$ cat src/hdl/first_fit_page_allocator_macros.svh
// ----------------------------------------------------------------------------
// First-fit page allocator assertion macros
// Shared property shorthands for the allocator's RTL checks.
// ----------------------------------------------------------------------------
`ifndef FIRST_FIT_PAGE_ALLOCATOR_MACROS_SVH
`define FIRST_FIT_PAGE_ALLOCATOR_MACROS_SVH

// The consequent must hold in the same cycle as the antecedent.
`define FFPA_ASSERT_NOW(lbl, ante, cons, msg) \
   lbl: assert property (@(posedge clock) disable iff (reset) (ante) |-> (cons)) \
      else $error(msg);

// The consequent must hold in the cycle after the antecedent.
`define FFPA_ASSERT_NEXT(lbl, ante, cons, msg) \
   lbl: assert property (@(posedge clock) disable iff (reset) (ante) |=> (cons)) \
      else $error(msg);

`endif

$ cat src/hdl/ffpa_pkg.sv
// ----------------------------------------------------------------------------
// First-fit page allocator package
// Sizes, status and opcode codes, microcode encoding and the control store.
// ----------------------------------------------------------------------------
`default_nettype none

package ffpa_pkg;

   // Map geometry.
   localparam int FRAME_COUNT = 1024;
   localparam int SLOT_COUNT  = 1024;
   localparam int PAGE_SHIFT  = 22;

   localparam int WORD_W      = 32;
   localparam int BIT_W       = $clog2(WORD_W);
   localparam int FRAME_WORDS = (FRAME_COUNT + WORD_W - 1) / WORD_W;
   localparam int SLOT_WORDS  = (SLOT_COUNT + WORD_W - 1) / WORD_W;
   localparam int FRAME_ROW_W = (FRAME_WORDS > 1) ? $clog2(FRAME_WORDS) : 1;
   localparam int SLOT_ROW_W  = (SLOT_WORDS > 1) ? $clog2(SLOT_WORDS) : 1;
   localparam int ROW_W       = (FRAME_ROW_W > SLOT_ROW_W) ? FRAME_ROW_W : SLOT_ROW_W;
   localparam int FRAME_NUM_W = FRAME_ROW_W + BIT_W;
   localparam int SLOT_NUM_W  = SLOT_ROW_W + BIT_W;

   localparam logic [ROW_W-1:0] FRAME_LAST = ROW_W'(FRAME_WORDS - 1);
   localparam logic [ROW_W-1:0] SLOT_LAST  = ROW_W'(SLOT_WORDS - 1);

   // Valid bits of the last row of each map.
   localparam logic [WORD_W-1:0] FRAME_TAIL_MASK = (FRAME_COUNT % WORD_W == 0) ?
      {WORD_W{1'b1}} : WORD_W'((64'd1 << (FRAME_COUNT % WORD_W)) - 64'd1);
   localparam logic [WORD_W-1:0] SLOT_TAIL_MASK = (SLOT_COUNT % WORD_W == 0) ?
      {WORD_W{1'b1}} : WORD_W'((64'd1 << (SLOT_COUNT % WORD_W)) - 64'd1);

   // Frames 0 and 1 are reserved out of reset.
   localparam logic [WORD_W-1:0] FRAME_ROW0_RESET = 32'h0000_0003;

   // Directory word flag bits.
   localparam logic [31:0] BIT_PRESENT  = 32'h1;
   localparam logic [31:0] BIT_WRITABLE = 32'h2;
   localparam logic [31:0] BIT_LARGE    = 32'h1 << 7;
   localparam logic [31:0] DIR_FLAGS    = BIT_LARGE | BIT_WRITABLE | BIT_PRESENT;

   // Interface field widths and codes.
   localparam int INDEX_W  = 10;
   localparam int STATUS_W = 2;
   localparam int FNUM_W   = 10;
   localparam int ADDR_W   = 32;

   localparam logic OP_ALLOC = 1'b0;
   localparam logic OP_WRITE = 1'b1;

   localparam logic [STATUS_W-1:0] ST_OK       = 2'd0;
   localparam logic [STATUS_W-1:0] ST_NO_FRAME = 2'd1;
   localparam logic [STATUS_W-1:0] ST_NO_SLOT  = 2'd2;

   // Datapath actions.
   localparam int ACT_W = 4;
   localparam logic [ACT_W-1:0] ACT_NONE        = 4'd0;
   localparam logic [ACT_W-1:0] ACT_ACCEPT      = 4'd1;
   localparam logic [ACT_W-1:0] ACT_SLOT_START  = 4'd2;
   localparam logic [ACT_W-1:0] ACT_SLOT_SCAN   = 4'd3;
   localparam logic [ACT_W-1:0] ACT_NO_SLOT     = 4'd4;
   localparam logic [ACT_W-1:0] ACT_FRAME_START = 4'd5;
   localparam logic [ACT_W-1:0] ACT_FRAME_SCAN  = 4'd6;
   localparam logic [ACT_W-1:0] ACT_NO_FRAME    = 4'd7;
   localparam logic [ACT_W-1:0] ACT_COMMIT      = 4'd8;
   localparam logic [ACT_W-1:0] ACT_RESULT      = 4'd9;
   localparam logic [ACT_W-1:0] ACT_WR_READ     = 4'd10;
   localparam logic [ACT_W-1:0] ACT_WR_WRITE    = 4'd11;

   // Jump conditions.
   localparam int JC_W = 3;
   localparam logic [JC_W-1:0] JC_NEVER     = 3'd0;
   localparam logic [JC_W-1:0] JC_ALWAYS    = 3'd1;
   localparam logic [JC_W-1:0] JC_REQ_WRITE = 3'd2;
   localparam logic [JC_W-1:0] JC_HIT       = 3'd3;
   localparam logic [JC_W-1:0] JC_RSP_TAKEN = 3'd4;

   // Hold conditions: the step repeats while the condition is true.
   localparam int HC_W = 2;
   localparam logic [HC_W-1:0] HC_NONE     = 2'd0;
   localparam logic [HC_W-1:0] HC_NO_REQ   = 2'd1;
   localparam logic [HC_W-1:0] HC_SCANNING = 2'd2;
   localparam logic [HC_W-1:0] HC_ALWAYS   = 2'd3;

   // Program addresses.
   localparam int PC_W = 4;
   localparam logic [PC_W-1:0] PC_IDLE        = 4'd0;
   localparam logic [PC_W-1:0] PC_SLOT_START  = 4'd1;
   localparam logic [PC_W-1:0] PC_SLOT_SCAN   = 4'd2;
   localparam logic [PC_W-1:0] PC_NO_SLOT     = 4'd3;
   localparam logic [PC_W-1:0] PC_FRAME_START = 4'd4;
   localparam logic [PC_W-1:0] PC_FRAME_SCAN  = 4'd5;
   localparam logic [PC_W-1:0] PC_NO_FRAME    = 4'd6;
   localparam logic [PC_W-1:0] PC_COMMIT      = 4'd7;
   localparam logic [PC_W-1:0] PC_RESULT      = 4'd8;
   localparam logic [PC_W-1:0] PC_WR_READ     = 4'd9;
   localparam logic [PC_W-1:0] PC_WR_WRITE    = 4'd10;
   localparam logic [PC_W-1:0] PC_LAST        = PC_WR_WRITE;

   typedef struct packed {
      logic [ACT_W-1:0] act;
      logic [JC_W-1:0]  jump_cond;
      logic [PC_W-1:0]  jump_pc;
      logic [HC_W-1:0]  hold_cond;
   } ucode_type;

   // Control from the sequencer to the datapath.
   typedef struct packed {
      logic [ACT_W-1:0] act;
      logic             req_fire;
   } ctl_type;

   // Status from the datapath to the sequencer.
   typedef struct packed {
      logic hit;
      logic at_last;
   } stat_type;

   function automatic ucode_type uword(input logic [ACT_W-1:0] act,
                                       input logic [JC_W-1:0]  jc,
                                       input logic [PC_W-1:0]  jpc,
                                       input logic [HC_W-1:0]  hc);
      ucode_type w;
      w.act       = act;
      w.jump_cond = jc;
      w.jump_pc   = jpc;
      w.hold_cond = hc;
      return w;
   endfunction

   // Control store: one word per program step.
   function automatic ucode_type ucode_rom(input logic [PC_W-1:0] pc);
      ucode_type w;
      case (pc)
         PC_IDLE:        w = uword(ACT_ACCEPT, JC_REQ_WRITE, PC_WR_READ, HC_NO_REQ);
         PC_SLOT_START:  w = uword(ACT_SLOT_START, JC_NEVER, PC_IDLE, HC_NONE);
         PC_SLOT_SCAN:   w = uword(ACT_SLOT_SCAN, JC_HIT, PC_FRAME_START, HC_SCANNING);
         PC_NO_SLOT:     w = uword(ACT_NO_SLOT, JC_ALWAYS, PC_RESULT, HC_NONE);
         PC_FRAME_START: w = uword(ACT_FRAME_START, JC_NEVER, PC_IDLE, HC_NONE);
         PC_FRAME_SCAN:  w = uword(ACT_FRAME_SCAN, JC_HIT, PC_COMMIT, HC_SCANNING);
         PC_NO_FRAME:    w = uword(ACT_NO_FRAME, JC_ALWAYS, PC_RESULT, HC_NONE);
         PC_COMMIT:      w = uword(ACT_COMMIT, JC_NEVER, PC_IDLE, HC_NONE);
         PC_RESULT:      w = uword(ACT_RESULT, JC_RSP_TAKEN, PC_IDLE, HC_ALWAYS);
         PC_WR_READ:     w = uword(ACT_WR_READ, JC_NEVER, PC_IDLE, HC_NONE);
         PC_WR_WRITE:    w = uword(ACT_WR_WRITE, JC_ALWAYS, PC_RESULT, HC_NONE);
         default:        w = uword(ACT_NONE, JC_ALWAYS, PC_IDLE, HC_NONE);
      endcase
      return w;
   endfunction

endpackage

`default_nettype wire

$ cat src/hdl/ffpa_ram.sv
// ----------------------------------------------------------------------------
// Bitmap word RAM
// One write port and one read port with registered read data.
// ----------------------------------------------------------------------------
`default_nettype none

module ffpa_ram #(
   parameter int DEPTH = 32,
   parameter int AW    = 5
) (
   input  logic                       clock,
   input  logic                       wr_en,
   input  logic [AW-1:0]              wr_addr,
   input  logic [ffpa_pkg::WORD_W-1:0] wr_data,
   input  logic [AW-1:0]              rd_addr,
   output logic [ffpa_pkg::WORD_W-1:0] rd_data
);
   import ffpa_pkg::*;

   logic [WORD_W-1:0] mem [DEPTH];

   // Write port.
   always_ff @(posedge clock) begin
      if (wr_en) begin
         mem[wr_addr] <= wr_data;
      end
   end

   // Read port, with registered read data.
   always_ff @(posedge clock) begin
      rd_data <= mem[rd_addr];
   end

endmodule

`default_nettype wire

$ cat src/hdl/ffpa_datapath.sv
// ----------------------------------------------------------------------------
// First-fit page allocator datapath
// Both bitmaps, the row scanner, the captured hits and the result registers.
// ----------------------------------------------------------------------------
`default_nettype none

module ffpa_datapath (
   input  logic                           clock,
   input  logic                           reset,
   input  ffpa_pkg::ctl_type              ctl,
   input  logic [ffpa_pkg::INDEX_W-1:0]   req_slot_index,
   input  logic                           req_slot_present,
   output ffpa_pkg::stat_type             stat,
   output logic [ffpa_pkg::STATUS_W-1:0]  rsp_status,
   output logic [ffpa_pkg::ADDR_W-1:0]    rsp_virt_addr,
   output logic [ffpa_pkg::FNUM_W-1:0]    rsp_frame_number,
   output logic [ffpa_pkg::ADDR_W-1:0]    rsp_dir_word
);
   import ffpa_pkg::*;

   // Captured request.
   logic [INDEX_W-1:0] idx_ff;
   logic               present_ff;

   // Scan pointers: ptr is the row being read, chk the row being examined.
   logic [ROW_W-1:0] ptr_ff, ptr_in;
   logic [ROW_W-1:0] chk_ff, chk_in;

   // Row valid flags; a row that is not valid reads as its reset value.
   logic slot_vld_ff  [SLOT_WORDS];
   logic frame_vld_ff [FRAME_WORDS];
   logic slot_rvld_ff, frame_rvld_ff, frame_rrow0_ff;

   // RAM ports.
   logic [SLOT_ROW_W-1:0]  slot_raddr, slot_waddr;
   logic [FRAME_ROW_W-1:0] frame_raddr;
   logic [WORD_W-1:0]      slot_rdata, frame_rdata, slot_wdata;
   logic                   slot_wen, frame_wen;

   // Captured hits.
   logic [SLOT_ROW_W-1:0]  slot_hit_row_ff;
   logic [BIT_W-1:0]       slot_hit_bit_ff;
   logic [WORD_W-1:0]      slot_hit_word_ff;
   logic [FRAME_ROW_W-1:0] frame_hit_row_ff;
   logic [BIT_W-1:0]       frame_hit_bit_ff;
   logic [WORD_W-1:0]      frame_hit_word_ff;

   // Scan logic.
   logic [WORD_W-1:0] slot_word, frame_word, scan_word, scan_mask, free_bits;
   logic [WORD_W-1:0] wr_bit, wr_word;
   logic [ROW_W-1:0]  scan_last;
   logic [BIT_W-1:0]  pos;
   logic              is_frame, wr_in_range;
   logic [SLOT_NUM_W-1:0]  slot_num;
   logic [FRAME_NUM_W-1:0] frame_num;

   // Result registers.
   logic [STATUS_W-1:0] status_ff;
   logic [ADDR_W-1:0]   virt_ff, dword_ff;
   logic [FNUM_W-1:0]   fnum_ff;

   // Request capture.
   always_ff @(posedge clock) begin
      if (ctl.req_fire) begin
         idx_ff     <= req_slot_index;
         present_ff <= req_slot_present;
      end
   end

   // Scan pointer update.
   always_comb begin
      ptr_in = ptr_ff;
      chk_in = chk_ff;
      case (ctl.act)
         ACT_SLOT_START, ACT_FRAME_START: begin
            ptr_in = ROW_W'(1);
            chk_in = '0;
         end
         ACT_SLOT_SCAN, ACT_FRAME_SCAN: begin
            ptr_in = ptr_ff + ROW_W'(1);
            chk_in = ptr_ff;
         end
         default: begin
            ptr_in = ptr_ff;
            chk_in = chk_ff;
         end
      endcase
   end

   always_ff @(posedge clock) begin
      ptr_ff <= ptr_in;
      chk_ff <= chk_in;
   end

   // Read addresses of the two maps.
   always_comb begin
      case (ctl.act)
         ACT_SLOT_START: slot_raddr = '0;
         ACT_WR_READ:    slot_raddr = SLOT_ROW_W'(idx_ff >> BIT_W);
         default:        slot_raddr = ptr_ff[SLOT_ROW_W-1:0];
      endcase
      case (ctl.act)
         ACT_FRAME_START: frame_raddr = '0;
         default:         frame_raddr = ptr_ff[FRAME_ROW_W-1:0];
      endcase
   end

   ffpa_ram #(.DEPTH(SLOT_WORDS), .AW(SLOT_ROW_W)) u_slot_ram (
      .clock   (clock),
      .wr_en   (slot_wen),
      .wr_addr (slot_waddr),
      .wr_data (slot_wdata),
      .rd_addr (slot_raddr),
      .rd_data (slot_rdata)
   );

   ffpa_ram #(.DEPTH(FRAME_WORDS), .AW(FRAME_ROW_W)) u_frame_ram (
      .clock   (clock),
      .wr_en   (frame_wen),
      .wr_addr (frame_hit_row_ff),
      .wr_data (frame_hit_word_ff),
      .rd_addr (frame_raddr),
      .rd_data (frame_rdata)
   );

   // Valid flag of the row being read travels with the read data.
   always_ff @(posedge clock) begin
      slot_rvld_ff   <= slot_vld_ff[slot_raddr];
      frame_rvld_ff  <= frame_vld_ff[frame_raddr];
      frame_rrow0_ff <= (frame_raddr == '0);
   end

   // Effective map words, with reset values for rows never written.
   always_comb begin
      slot_word = slot_rvld_ff ? slot_rdata : '0;
      if (frame_rvld_ff) begin
         frame_word = frame_rdata;
      end else begin
         frame_word = frame_rrow0_ff ? FRAME_ROW0_RESET : '0;
      end
   end

   // First-free search over the examined row.
   always_comb begin
      is_frame  = (ctl.act == ACT_FRAME_SCAN);
      scan_word = is_frame ? frame_word : slot_word;
      scan_last = is_frame ? FRAME_LAST : SLOT_LAST;
      scan_mask = '1;
      if (chk_ff == scan_last) begin
         scan_mask = is_frame ? FRAME_TAIL_MASK : SLOT_TAIL_MASK;
      end
      // Slot zero is never handed out.
      if (!is_frame && chk_ff == '0) begin
         scan_mask[0] = 1'b0;
      end
      free_bits = ~scan_word & scan_mask;
      pos = '0;
      for (int i = WORD_W - 1; i >= 0; i--) begin
         if (free_bits[i]) begin
            pos = BIT_W'(i);
         end
      end
      stat.hit     = |free_bits;
      stat.at_last = (chk_ff == scan_last);
   end

   // Hit capture: row, bit and the row with that bit already set.
   always_ff @(posedge clock) begin
      if (ctl.act == ACT_SLOT_SCAN && stat.hit) begin
         slot_hit_row_ff  <= chk_ff[SLOT_ROW_W-1:0];
         slot_hit_bit_ff  <= pos;
         slot_hit_word_ff <= slot_word | (WORD_W'(1) << pos);
      end
      if (ctl.act == ACT_FRAME_SCAN && stat.hit) begin
         frame_hit_row_ff  <= chk_ff[FRAME_ROW_W-1:0];
         frame_hit_bit_ff  <= pos;
         frame_hit_word_ff <= frame_word | (WORD_W'(1) << pos);
      end
   end

   // Slot map write: commit of an allocation or a present-mark update.
   always_comb begin
      wr_in_range = (32'(idx_ff) < 32'(SLOT_COUNT));
      wr_bit      = WORD_W'(1) << idx_ff[BIT_W-1:0];
      wr_word     = present_ff ? (slot_word | wr_bit) : (slot_word & ~wr_bit);
      slot_wen    = (ctl.act == ACT_COMMIT) || (ctl.act == ACT_WR_WRITE && wr_in_range);
      if (ctl.act == ACT_COMMIT) begin
         slot_waddr = slot_hit_row_ff;
         slot_wdata = slot_hit_word_ff;
      end else begin
         slot_waddr = SLOT_ROW_W'(idx_ff >> BIT_W);
         slot_wdata = wr_word;
      end
      frame_wen = (ctl.act == ACT_COMMIT);
   end

   // Row valid flags are set by the first write of a row.
   always_ff @(posedge clock) begin
      if (reset) begin
         for (int i = 0; i < SLOT_WORDS; i++) begin
            slot_vld_ff[i] <= 1'b0;
         end
         for (int i = 0; i < FRAME_WORDS; i++) begin
            frame_vld_ff[i] <= 1'b0;
         end
      end else begin
         if (slot_wen) begin
            slot_vld_ff[slot_waddr] <= 1'b1;
         end
         if (frame_wen) begin
            frame_vld_ff[frame_hit_row_ff] <= 1'b1;
         end
      end
   end

   // Result registers.
   assign slot_num  = {slot_hit_row_ff, slot_hit_bit_ff};
   assign frame_num = {frame_hit_row_ff, frame_hit_bit_ff};

   always_ff @(posedge clock) begin
      case (ctl.act)
         ACT_COMMIT: begin
            status_ff <= ST_OK;
            virt_ff   <= ADDR_W'(64'(slot_num) << PAGE_SHIFT);
            fnum_ff   <= FNUM_W'(frame_num);
            dword_ff  <= ADDR_W'(64'(frame_num) << PAGE_SHIFT) | DIR_FLAGS;
         end
         ACT_NO_SLOT, ACT_NO_FRAME, ACT_WR_WRITE: begin
            if (ctl.act == ACT_NO_SLOT) begin
               status_ff <= ST_NO_SLOT;
            end else if (ctl.act == ACT_NO_FRAME) begin
               status_ff <= ST_NO_FRAME;
            end else begin
               status_ff <= ST_OK;
            end
            virt_ff  <= '0;
            fnum_ff  <= '0;
            dword_ff <= '0;
         end
         default: begin
            status_ff <= status_ff;
         end
      endcase
   end

   assign rsp_status       = status_ff;
   assign rsp_virt_addr    = virt_ff;
   assign rsp_frame_number = fnum_ff;
   assign rsp_dir_word     = dword_ff;

endmodule

`default_nettype wire

$ cat src/hdl/ffpa_seq.sv
// ----------------------------------------------------------------------------
// First-fit page allocator sequencer
// Step counter, control store fetch, jump and hold evaluation, handshakes.
// ----------------------------------------------------------------------------
`default_nettype none

`include "first_fit_page_allocator_macros.svh"

module ffpa_seq (
   input  logic               clock,
   input  logic               reset,
   input  logic               req_valid,
   input  logic               req_opcode,
   output logic               req_ready,
   output logic               rsp_valid,
   input  logic               rsp_ready,
   input  ffpa_pkg::stat_type stat,
   output ffpa_pkg::ctl_type  ctl
);
   import ffpa_pkg::*;

   logic [PC_W-1:0] pc_ff, pc_in;
   ucode_type       uc;
   logic            jump, hold;

   // Fetch the control word of the current step.
   assign uc = ucode_rom(pc_ff);

   // Jump and hold conditions.
   always_comb begin
      case (uc.jump_cond)
         JC_NEVER:     jump = 1'b0;
         JC_ALWAYS:    jump = 1'b1;
         JC_REQ_WRITE: jump = req_valid && (req_opcode == OP_WRITE);
         JC_HIT:       jump = stat.hit;
         JC_RSP_TAKEN: jump = rsp_ready;
         default:      jump = 1'b1;
      endcase
      case (uc.hold_cond)
         HC_NONE:     hold = 1'b0;
         HC_NO_REQ:   hold = !req_valid;
         HC_SCANNING: hold = !stat.at_last;
         HC_ALWAYS:   hold = 1'b1;
         default:     hold = 1'b0;
      endcase
   end

   // Next step: jump first, then hold, else fall through.
   always_comb begin
      if (jump) begin
         pc_in = uc.jump_pc;
      end else if (hold) begin
         pc_in = pc_ff;
      end else begin
         pc_in = pc_ff + PC_W'(1);
      end
   end

   always_ff @(posedge clock) begin
      if (reset) begin
         pc_ff <= PC_IDLE;
      end else begin
         pc_ff <= pc_in;
      end
   end

   // Handshakes and datapath control.
   assign req_ready    = (uc.act == ACT_ACCEPT);
   assign rsp_valid    = (uc.act == ACT_RESULT);
   assign ctl.act      = uc.act;
   assign ctl.req_fire = req_ready && req_valid;

   // Checks.
   `FFPA_ASSERT_NOW(a_pc_in_program, 1'b1, pc_ff <= PC_LAST, "step counter left the program")
   `FFPA_ASSERT_NOW(a_one_side_open, 1'b1, !(req_ready && rsp_valid),
                    "request and result offered together")
   `FFPA_ASSERT_NEXT(a_alloc_scans, req_valid && req_ready && (req_opcode == OP_ALLOC),
                     pc_ff == PC_SLOT_START, "allocation did not start the slot scan")

endmodule

`default_nettype wire

$ cat src/hdl/first_fit_page_allocator.sv
// Steps: a write request reads and then writes its slot map row before its result;
// an allocate request scans k slot rows and then, if a slot is free, m frame rows,
// k and m being the rows scanned (at most 32 each, one bitmap RAM row per cycle).
// Throughput: one request at a time; the next is taken the cycle after the result.
// Reset: synchronous; row valid flags make both maps read as their reset
// contents at once, so no clearing pass runs after reset.
// ----------------------------------------------------------------------------
// First-fit page allocator
// Large-page allocator over a frame bitmap and a directory present map,
// controlled by a microcoded sequencer.
// ----------------------------------------------------------------------------
`default_nettype none

module first_fit_page_allocator (
   input  logic                          clock,
   input  logic                          reset,
   input  logic                          req_valid,
   output logic                          req_ready,
   input  logic                          req_opcode,
   input  logic [ffpa_pkg::INDEX_W-1:0]  req_slot_index,
   input  logic                          req_slot_present,
   output logic                          rsp_valid,
   input  logic                          rsp_ready,
   output logic [ffpa_pkg::STATUS_W-1:0] rsp_status,
   output logic [ffpa_pkg::ADDR_W-1:0]   rsp_virt_addr,
   output logic [ffpa_pkg::FNUM_W-1:0]   rsp_frame_number,
   output logic [ffpa_pkg::ADDR_W-1:0]   rsp_dir_word
);
   import ffpa_pkg::*;

   ctl_type  ctl;
   stat_type stat;

   // Program sequencer.
   ffpa_seq u_seq (
      .clock      (clock),
      .reset      (reset),
      .req_valid  (req_valid),
      .req_opcode (req_opcode),
      .req_ready  (req_ready),
      .rsp_valid  (rsp_valid),
      .rsp_ready  (rsp_ready),
      .stat       (stat),
      .ctl        (ctl)
   );

   // Bitmaps and result datapath.
   ffpa_datapath u_datapath (
      .clock            (clock),
      .reset            (reset),
      .ctl              (ctl),
      .req_slot_index   (req_slot_index),
      .req_slot_present (req_slot_present),
      .stat             (stat),
      .rsp_status       (rsp_status),
      .rsp_virt_addr    (rsp_virt_addr),
      .rsp_frame_number (rsp_frame_number),
      .rsp_dir_word     (rsp_dir_word)
   );

endmodule

`default_nettype wire

$ cat config.mk
export PLATFORM = sky130hd
export DESIGN_NAME = first_fit_page_allocator
export DESIGN_NICKNAME = d
export VERILOG_FILES = /design/src/hdl/ffpa_pkg.sv /design/src/hdl/ffpa_ram.sv /design/src/hdl/ffpa_datapath.sv /design/src/hdl/ffpa_seq.sv /design/src/hdl/first_fit_page_allocator.sv
export VERILOG_INCLUDE_DIRS = /design/src /design/src/hdl
export SDC_FILE = /design/constraint.sdc
export NUM_CORES = 2
export LEC_CHECK = 0
export ABC_AREA = 1
export BUFFER_PORTS_ARGS = -buffer_cell sky130_fd_sc_hd__buf_2
export CAP_MARGIN = 10
export CORE_UTILIZATION = 48
export DETAILED_ROUTE_END_ITERATION = 12
export GPL_TIMING_DRIVEN = 0
export PLACE_DENSITY = 0.64
export SYNTH_ARGS = -nofsm -noshare
export SYNTH_HDL_FRONTEND = slang
export SYNTH_SLANG_ARGS = --single-unit
$ cat constraint.sdc
create_clock -name clock -period 8.7 [get_ports clock]
set_clock_uncertainty 0.05 [all_clocks]
set_input_delay 0.435 -clock clock [delete_from_list [all_inputs] [get_ports clock]]
set_output_delay 0.435 -clock clock [all_outputs]
set_load 0.05 [all_outputs]
== Word level (Yosys, flattened, before mapping) ==
Memories as Yosys holds them, arrays and structs flattened. A register that Yosys moved wholly into a read port is not among the register bits.
Cells that the tools add are included.
Widths: inputs -> output; s select.

* Logic and storage cells: 144
* Register bits: 186
* Output and inout port bits: 78
* Bits in writable memories: 2112
* Input bits: 16
* Memories: 5
* Bits in latches: 0
* Memory bits (read-only): 208

{| class="wikitable"
|+ Memories
! name !! depth !! bits a word !! rd ports !! clocked after memory_dff !! write ports !! RTL line !! RTL
|-
| u_datapath.u_frame_ram.mem || 32 || 32 || 1 || 1 || 1 || ffpa_ram.sv:20 || <nowiki>logic [WORD_W-1:0] mem [DEPTH];</nowiki>
|-
| u_datapath.u_slot_ram.mem || 32 || 32 || 1 || 1 || 1 || ffpa_ram.sv:20 ||
|-
| (no name shown) || 16 || 13 || 1 || 1 || 0 || ffpa_pkg.sv:134 || <nowiki>case (pc)</nowiki>
|-
| u_datapath.frame_vld_ff || 32 || 1 || 1 || 1 || 32 || ffpa_datapath.sv:31 || <nowiki>logic frame_vld_ff [FRAME_WORDS];</nowiki>
|-
| u_datapath.slot_vld_ff || 32 || 1 || 1 || 1 || 32 || ffpa_datapath.sv:30 || <nowiki>logic slot_vld_ff [SLOT_WORDS];</nowiki>
|}

* Reductions and logical operators: 21
* Div/mod/pow operators: 0
* Multipliers: 0
* Order comparisons: 0
* Bitwise logic cells: 7
* Add/sub/neg operators: 2
* Equal/unequal tests: 19
* Shifts and indexed selects: 2
* Muxes and demuxes: 72

{| class="wikitable"
|+ Operators with widths
! operator !! number
|-
| $mux 5 || 36
|-
| $mux 32 || 5
|-
| $pmux 32 s2 || 2
|-
| $or 32x32->32 || 3
|-
| $and 32x32->32 || 2
|-
| $not 32->32 || 2
|-
| $shl 1x5->32 const A || 2
|-
| $reduce_or 32->1 || 1
|-
| $pmux 5 s2 || 3
|-
| $pmux 10 s2 || 1
|-
| $eq 4x3->1 const B || 4
|-
| $eq 4x4->1 const B || 4
|-
| $mux 1 || 16
|-
| $mux 4 || 4
|-
| $logic_not 5->1 || 2
|-
| $eq 4x2->1 const B || 2
|-
| $pmux 1 s4 || 2
|-
| $eq 3x2->1 const B || 2
|-
| $add 5x1->5 const B || 1
|-
| $eq 5x5->1 const B || 1
|-
| $logic_and 1x1->1 || 5
|-
| $add 4x1->4 const B || 1
|-
| $eq 2x2->1 const B || 2
|-
| $eq 4x1->1 const B || 1
|-
| 13 further kinds || 19
|}

== Logic depth before layout (Yosys ltp) ==
* Word-level depth: 39
* Depth in mapped cells: 39
* Depth with buffers taken out: 39

== Hierarchy ==
A second synthesis with hierarchy kept.

* Cell total of the unflattened synthesis: 8450
* Area total of the unflattened synthesis: 96104.7 um2

{| class="wikitable"
|+ By module, submodules not included
! module !! area an instance (um2) !! cells an instance !! instances !! sequential area each (um2)
|-
| ffpa_ram || 42405.7 || 3536 || 2 || 31390.1
|-
| ffpa_datapath || 10336.2 || 1250 || 1 || 5185.0
|-
| ffpa_seq || 957.2 || 128 || 1 || 340.3
|}

== Worst setup path after synthesis ==
Ideal clock, no wire load.

* Path type: reg2reg
* From: register u_seq.uc[10] (netlist name)
* To: register u_datapath.slot_hit_bit_ff[0] (enable)
* Period minus slack after synthesis: 4898 ps
* Library setup time: 494 ps
* Required time: 8156 ps
* Cell stages (with the launch flop): 15
* Path buffers: 2
* Setup slack: 3802 ps
* Arrival: 4355 ps
* Path through: dfxtp_1 inv_2 nor2_2 nand2_4 buf_6 buf_6 o21ai_1 nor2_2 nand2_1 nor2_1 inv_2 nor2_2 inv_2 nor2_1 nor3_1

* Longest elaborated chain between the ends: 7
* Elaborated cells between the ends (all ways): 10
* Classes of those cells: eq/ne (2); mux (2); bitwise (2); reduce/logical (4)

{| class="wikitable"
|+ RTL lines
! item !! RTL line !! RTL
|-
| $eq 4x3->1 || ffpa_datapath.sv:145 || <nowiki>is_frame = (ctl.act == ACT_FRAME_SCAN);</nowiki>
|-
| $logic_not 1->1 || ffpa_datapath.sv:153 || <nowiki>if (!is_frame && chk_ff == '0) begin</nowiki>
|-
| $logic_and 1x1->1 || ffpa_datapath.sv:153 ||
|-
| $mux 1 || ffpa_datapath.sv:153 ||
|-
| $and 32x32->32 || ffpa_datapath.sv:156 || <nowiki>free_bits = ~scan_word & scan_mask;</nowiki>
|-
| $reduce_or 32->1 || ffpa_datapath.sv:163 || <nowiki>stat.hit = |free_bits;</nowiki>
|-
| $logic_and 1x1->1 (*) || ffpa_datapath.sv:169 || <nowiki>if (ctl.act == ACT_SLOT_SCAN && stat.hit) begin</nowiki>
|-
| end signal: assignment || ffpa_datapath.sv:171 || <nowiki>slot_hit_bit_ff <= pos;</nowiki>
|-
| end: declaration || ffpa_datapath.sv:42 || <nowiki>logic [BIT_W-1:0] slot_hit_bit_ff;</nowiki>
|}

Mark *: on every way between the ends. The rest lies on a longest branch, timed or not.
A chain may end at the register's enable or synchronous reset.

== Worst setup path in the final report ==
* From: register u_datapath.ptr_ff[0]
* To: register u_datapath.u_frame_ram.rd_data[4] (netlist bit) (read register of u_datapath.u_frame_ram.mem)

* Longest elaborated chain between the ends: 1

{| class="wikitable"
|+ RTL lines
! item !! RTL line !! RTL
|-
| start: declaration || ffpa_datapath.sv:26 || <nowiki>logic [ROW_W-1:0] ptr_ff, ptr_in;</nowiki>
|-
| start signal: assignment || ffpa_datapath.sv:91 || <nowiki>ptr_ff <= ptr_in;</nowiki>
|-
| $mux 5 || ffpa_datapath.sv:102 || <nowiki>case (ctl.act)</nowiki>
|-
| end: declaration || ffpa_ram.sv:16 || <nowiki>output logic [ffpa_pkg::WORD_W-1:0] rd_data</nowiki>
|}

No other way between the ends.

==> impl_metrics.ini <==
[outcome]
status = finished, violations left
violations = design-rule violations

[final_layout]
layout-drive-gt1-share_pct = 9.30
fin_nets = 7420
multiInputGateArea_um2 = 20800
fin_area_um2 = 105000
fillers = 15013
register_area_um2 = 68300
area_growth_pct = 15.9

[global_route]
grt-ovfl-total = 0
grt_pass1_wl_um = 419000
busiest_layer = met2
use_met2_pct = 47.1
antenna_found_initial = 7
grt_start_max_net_pins = 35
met3_usage_pct = 5.38
grt.met1_usage_pct = 40.0
grtUsageTotal_pct = 30.3
first_global_vias = 59629

[worst_setup_path]
cp_slowest_cell = nor2_1
slowest_delay_ns = 0.91
reg2reg_to = u_datapath.u_frame_ram.rd_data[4]$_DFF_P_
crit_type = reg -> reg
worstSetupStartpointType = register
critPathBufInv = 5
timing.rr.start = u_datapath.ptr_ff[0]$_SDFFCE_PN1P_
cpMostUsedCell = clkbuf_1
end_kind = register
worstPathArrival_ns = 6.46
r2r_setup_slack_ns = 2.88
path_cells = inv_1 > nor2_1 > clkbuf_1 > clkbuf_1 > buf_8 > clkbuf_1 > nor2_1 > o221ai_1 > nand3_1 > a32oi_1
path_delay_family = buffers and inverters
reg2reg_depth = 10
required_ns = 9.34
crit_fanout = 10

[run]
cap_violations = 0

[sta]
finalSetupViolCount = 0
fin_crit_sh_pct = 66.9
setup_tns_ns = 0
period_needed_ns = 5.82
hold_viol = 0
timing.fmax_mhz = 172
rsz0062_at_grt = false
setup_ws_ns = 2.88
worstMarginPinSlew_ns = 1.43
report.final.slew_viol_count = 0
relSlewSlack_pct = 4.01

[yosys]
synth-seq-area-share_pct = 75.0
avgSynthCellArea_um2 = 13.1
synthAdderAreaFrac_pct = 0.0962
synth_compound_area_share_pct = 13.3
ys.flop_type = edfxtp_1
synthCells = 6948
syn_area_um2 = 91000
synth_edf_count = 2176
synth.area.top_cells = edfxtp_1 72%, o21ai_0 6.4%, nor2_1 5.5%, o221ai_1 3.3%, dfxtp_1 3.3%
ys_types = 55
ys_warn_count = 0
ys_seq_elements = 2324
muxShareOfSynthArea_pct = 0.0110
synth_top_family_by_area = compound AO/OA/AOI/OAI gates
synth_xor_area_share_pct = 0.0289
ys_async_sr_fraction_pct = 0
yosys.area.top_type_share_pct = 71.8
yosys.area_share.simple_pct = 8.31
yosys.cell_count.top_type = edfxtp_1
yosys.area.top_type = edfxtp_1
synth_commonest_cells = 2176 x edfxtp_1, 1346 x nor2_1, 1168 x o21ai_0, 451 x clkbuf_1, 340 x nand2_1

[floorplan]
dieArea_um2 = 191000
core-area_um2 = 188000
rows = 159
pin_count = 94
die_width_um = 438
die_y_um = 438
start_util_pct = 48.4

[power]
p_clk_share_pct = 25.5
switchingPower_mw = 15.4
power_density_nw_per_um2 = 360
switching_share_pct = 40.6
p_seq_share_pct = 36.4
pwr-share-comb_pct = 38.1
vdd_drop_max_mv = 0.221
internal_power_mw = 22.6
p_leak_nw = 34.2

[detailed_routing]
wire_per_inst_um = 29.4
drt-initial-drc-count = 9605
drc = 6
ant_nets = 0
viasPerCell = 6.26
dr.pass1.iters = 12
dr_total_vias = 63185
routed_wl_um = 297000

[clock_network]
cts_buffers = 222
cts_setup_buffers = 0
clk_latency_ns = 0.86
path_clk_slew_ns = 0.06
h-tree-depth = 4
clock_sinks = 2324
cts_tree = built
clockBufferDepth = 3
clock_tree.root_cell = clkbuf_16

[placement]
dp_slack_ns = 3.16
io_buffers = 52
dp_hpwl_um = 204000
place_area_um2 = 97700
place.gp.congestion = 0.968

[worst_hold_path]
holdCritStartpoint = req_valid
min_to = u_seq.pc_ff[1]$_SDFFE_PP0N_
min_path_cells = 4
hp-class = in -> reg
[area by class of cell]
cell class	instances	area share, %
Antenna cell	3	0.00712
Buffer	536	2.14
Clock buffer	324	5.99
Clock inverter	92	0.903
Inverter	182	0.648
Multi-Input combinational cell	3946	19.8
Sequential cell	2324	64.7
Tap cell	2495	2.96
Timing Repair Buffer	185	2.85
[how the worst max path moves through the flow]
stage	from	end	slack, ns	depth (start not counted)
2_1_floorplan	u_seq.uc[10]$_DFF_P_	u_datapath.slot_hit_bit_ff[0]$_DFFE_PP_	3.80	14
3_3_place_gp	u_datapath.frame_rvld_ff$_DFF_P_	u_datapath.slot_hit_word_ff[25]$_DFFE_PP_	1.97	12
3_5_place_dp	u_seq.uc[10]$_DFF_P_	u_datapath.u_slot_ram.rd_data[23]$_DFF_P_	3.16	13
4_1_cts	u_seq.uc[10]$_DFF_P_	u_datapath.u_slot_ram.rd_data[26]$_DFF_P_	3.11	13
5_1_grt	u_seq.uc[10]$_DFF_P_	u_datapath.u_slot_ram.rd_data[9]$_DFF_P_	2.95	13
6_report	u_datapath.ptr_ff[0]$_SDFFCE_PN1P_	u_datapath.u_frame_ram.rd_data[4]$_DFF_P_	2.88	10
[cell families (layout without fill, tap and decap cells)]
| logic type | count (synthesis) | after routing |
|---|---|---|
| buffers and inverters | 718 | 1319 |
| flip-flops | 2324 | 2324 |
| AO/OA/AOI/OAI | 1992 | 1992 |
| adder cells (fa/ha/maj) | 7 | 7 |
| multiplexers | 1 | 1 |
| other | 1 | 44 |
| AND/OR/NAND/NOR | 1902 | 1902 |
| XOR/XNOR | 3 | 3 |
[worst register-to-register path: stages (launching register included)]
cell,delay (ns)
edfxtp_1,0.58
inv_1,0.30
nor2_1,0.91
clkbuf_1,0.53
clkbuf_1,0.65
buf_8,0.26
clkbuf_1,0.83
nor2_1,0.09
o221ai_1,0.76
nand3_1,0.20
a32oi_1,0.50
[sequential cells by signal, summed over array words and instances, names as in the netlist, 4 cells and up]
name / flops
u_datapath.u_slot_ram.rd_data: 32
u_datapath.slot_hit_bit_ff: 5
u_datapath.frame_hit_word_ff: 32
u_datapath.frame_hit_bit_ff: 5
u_datapath.idx_ff: 10
u_datapath.frame_hit_row_ff: 5
u_datapath.u_slot_ram.mem: 1024
u_datapath.rsp_frame_number: 10
u_datapath.slot_hit_word_ff: 32
u_datapath.slot_vld_ff: 32
u_datapath.ptr_ff: 5
u_datapath.rsp_virt_addr: 10
u_seq.pc_ff: 4
u_datapath.u_frame_ram.mem: 1024
u_datapath.slot_hit_row_ff: 5
u_datapath.frame_vld_ff: 32
u_datapath.u_frame_ram.rd_data: 32
u_datapath.chk_ff: 5
u_seq.uc: 13
[power by group through the flow]
stage	registers [mW]	logic, mW	clock network (mW)
4_1_cts	13.8	13.9	9.73
5_1_grt	13.8	15.0	10.1
6_report	13.8	14.5	9.71
2_1_floorplan	14.1	7.00	0
3_5_place_dp	14.1	13.8	0
3_3_place_gp	14.3	12.9	0
[routing by layer]
layer	routed length [µm]	vias up
met5	26	-
met4	20600	4
met3	30400	773
met2	135000	4210
met1	111000	31324
li1	-	26874
[cells in the final DEF, fill, tap and decap left out, types with 45 or more instances in the layout]
cell type  count
buf_12        67
inv_1        171
edfxtp_1    2176
nand3_1      124
nor2_1      1279
a21oi_1       45
o221ai_1     339
clkbuf_16    230
buf_4         54
clkbuf_1     524
o22ai_1      185
o21ai_0     1139
dfxtp_1      148
nand2_1      340
nor2_4        66
buf_2         58
a31oi_1       67
[timing repair]
action	CTS	global route
resized for setup	0	0
hold buffers	12	0
hold endpoints to repair	17	0
[metrics by stage]
stage	util (%)	cells	total power, mW	hold WS (ns)
after global routing	56.1	10085	39.0	0.0764
final	56.1	10087	38.0	0.0769
after floorplan	-	6988	21.1	0.385
after CTS	55.9	10070	37.5	0.0295
after global placement	50.3	9535	27.2	0.393
after detailed placement	52.0	9642	27.9	0.403
No activity file was read; power rests on OpenSTA's default activity.
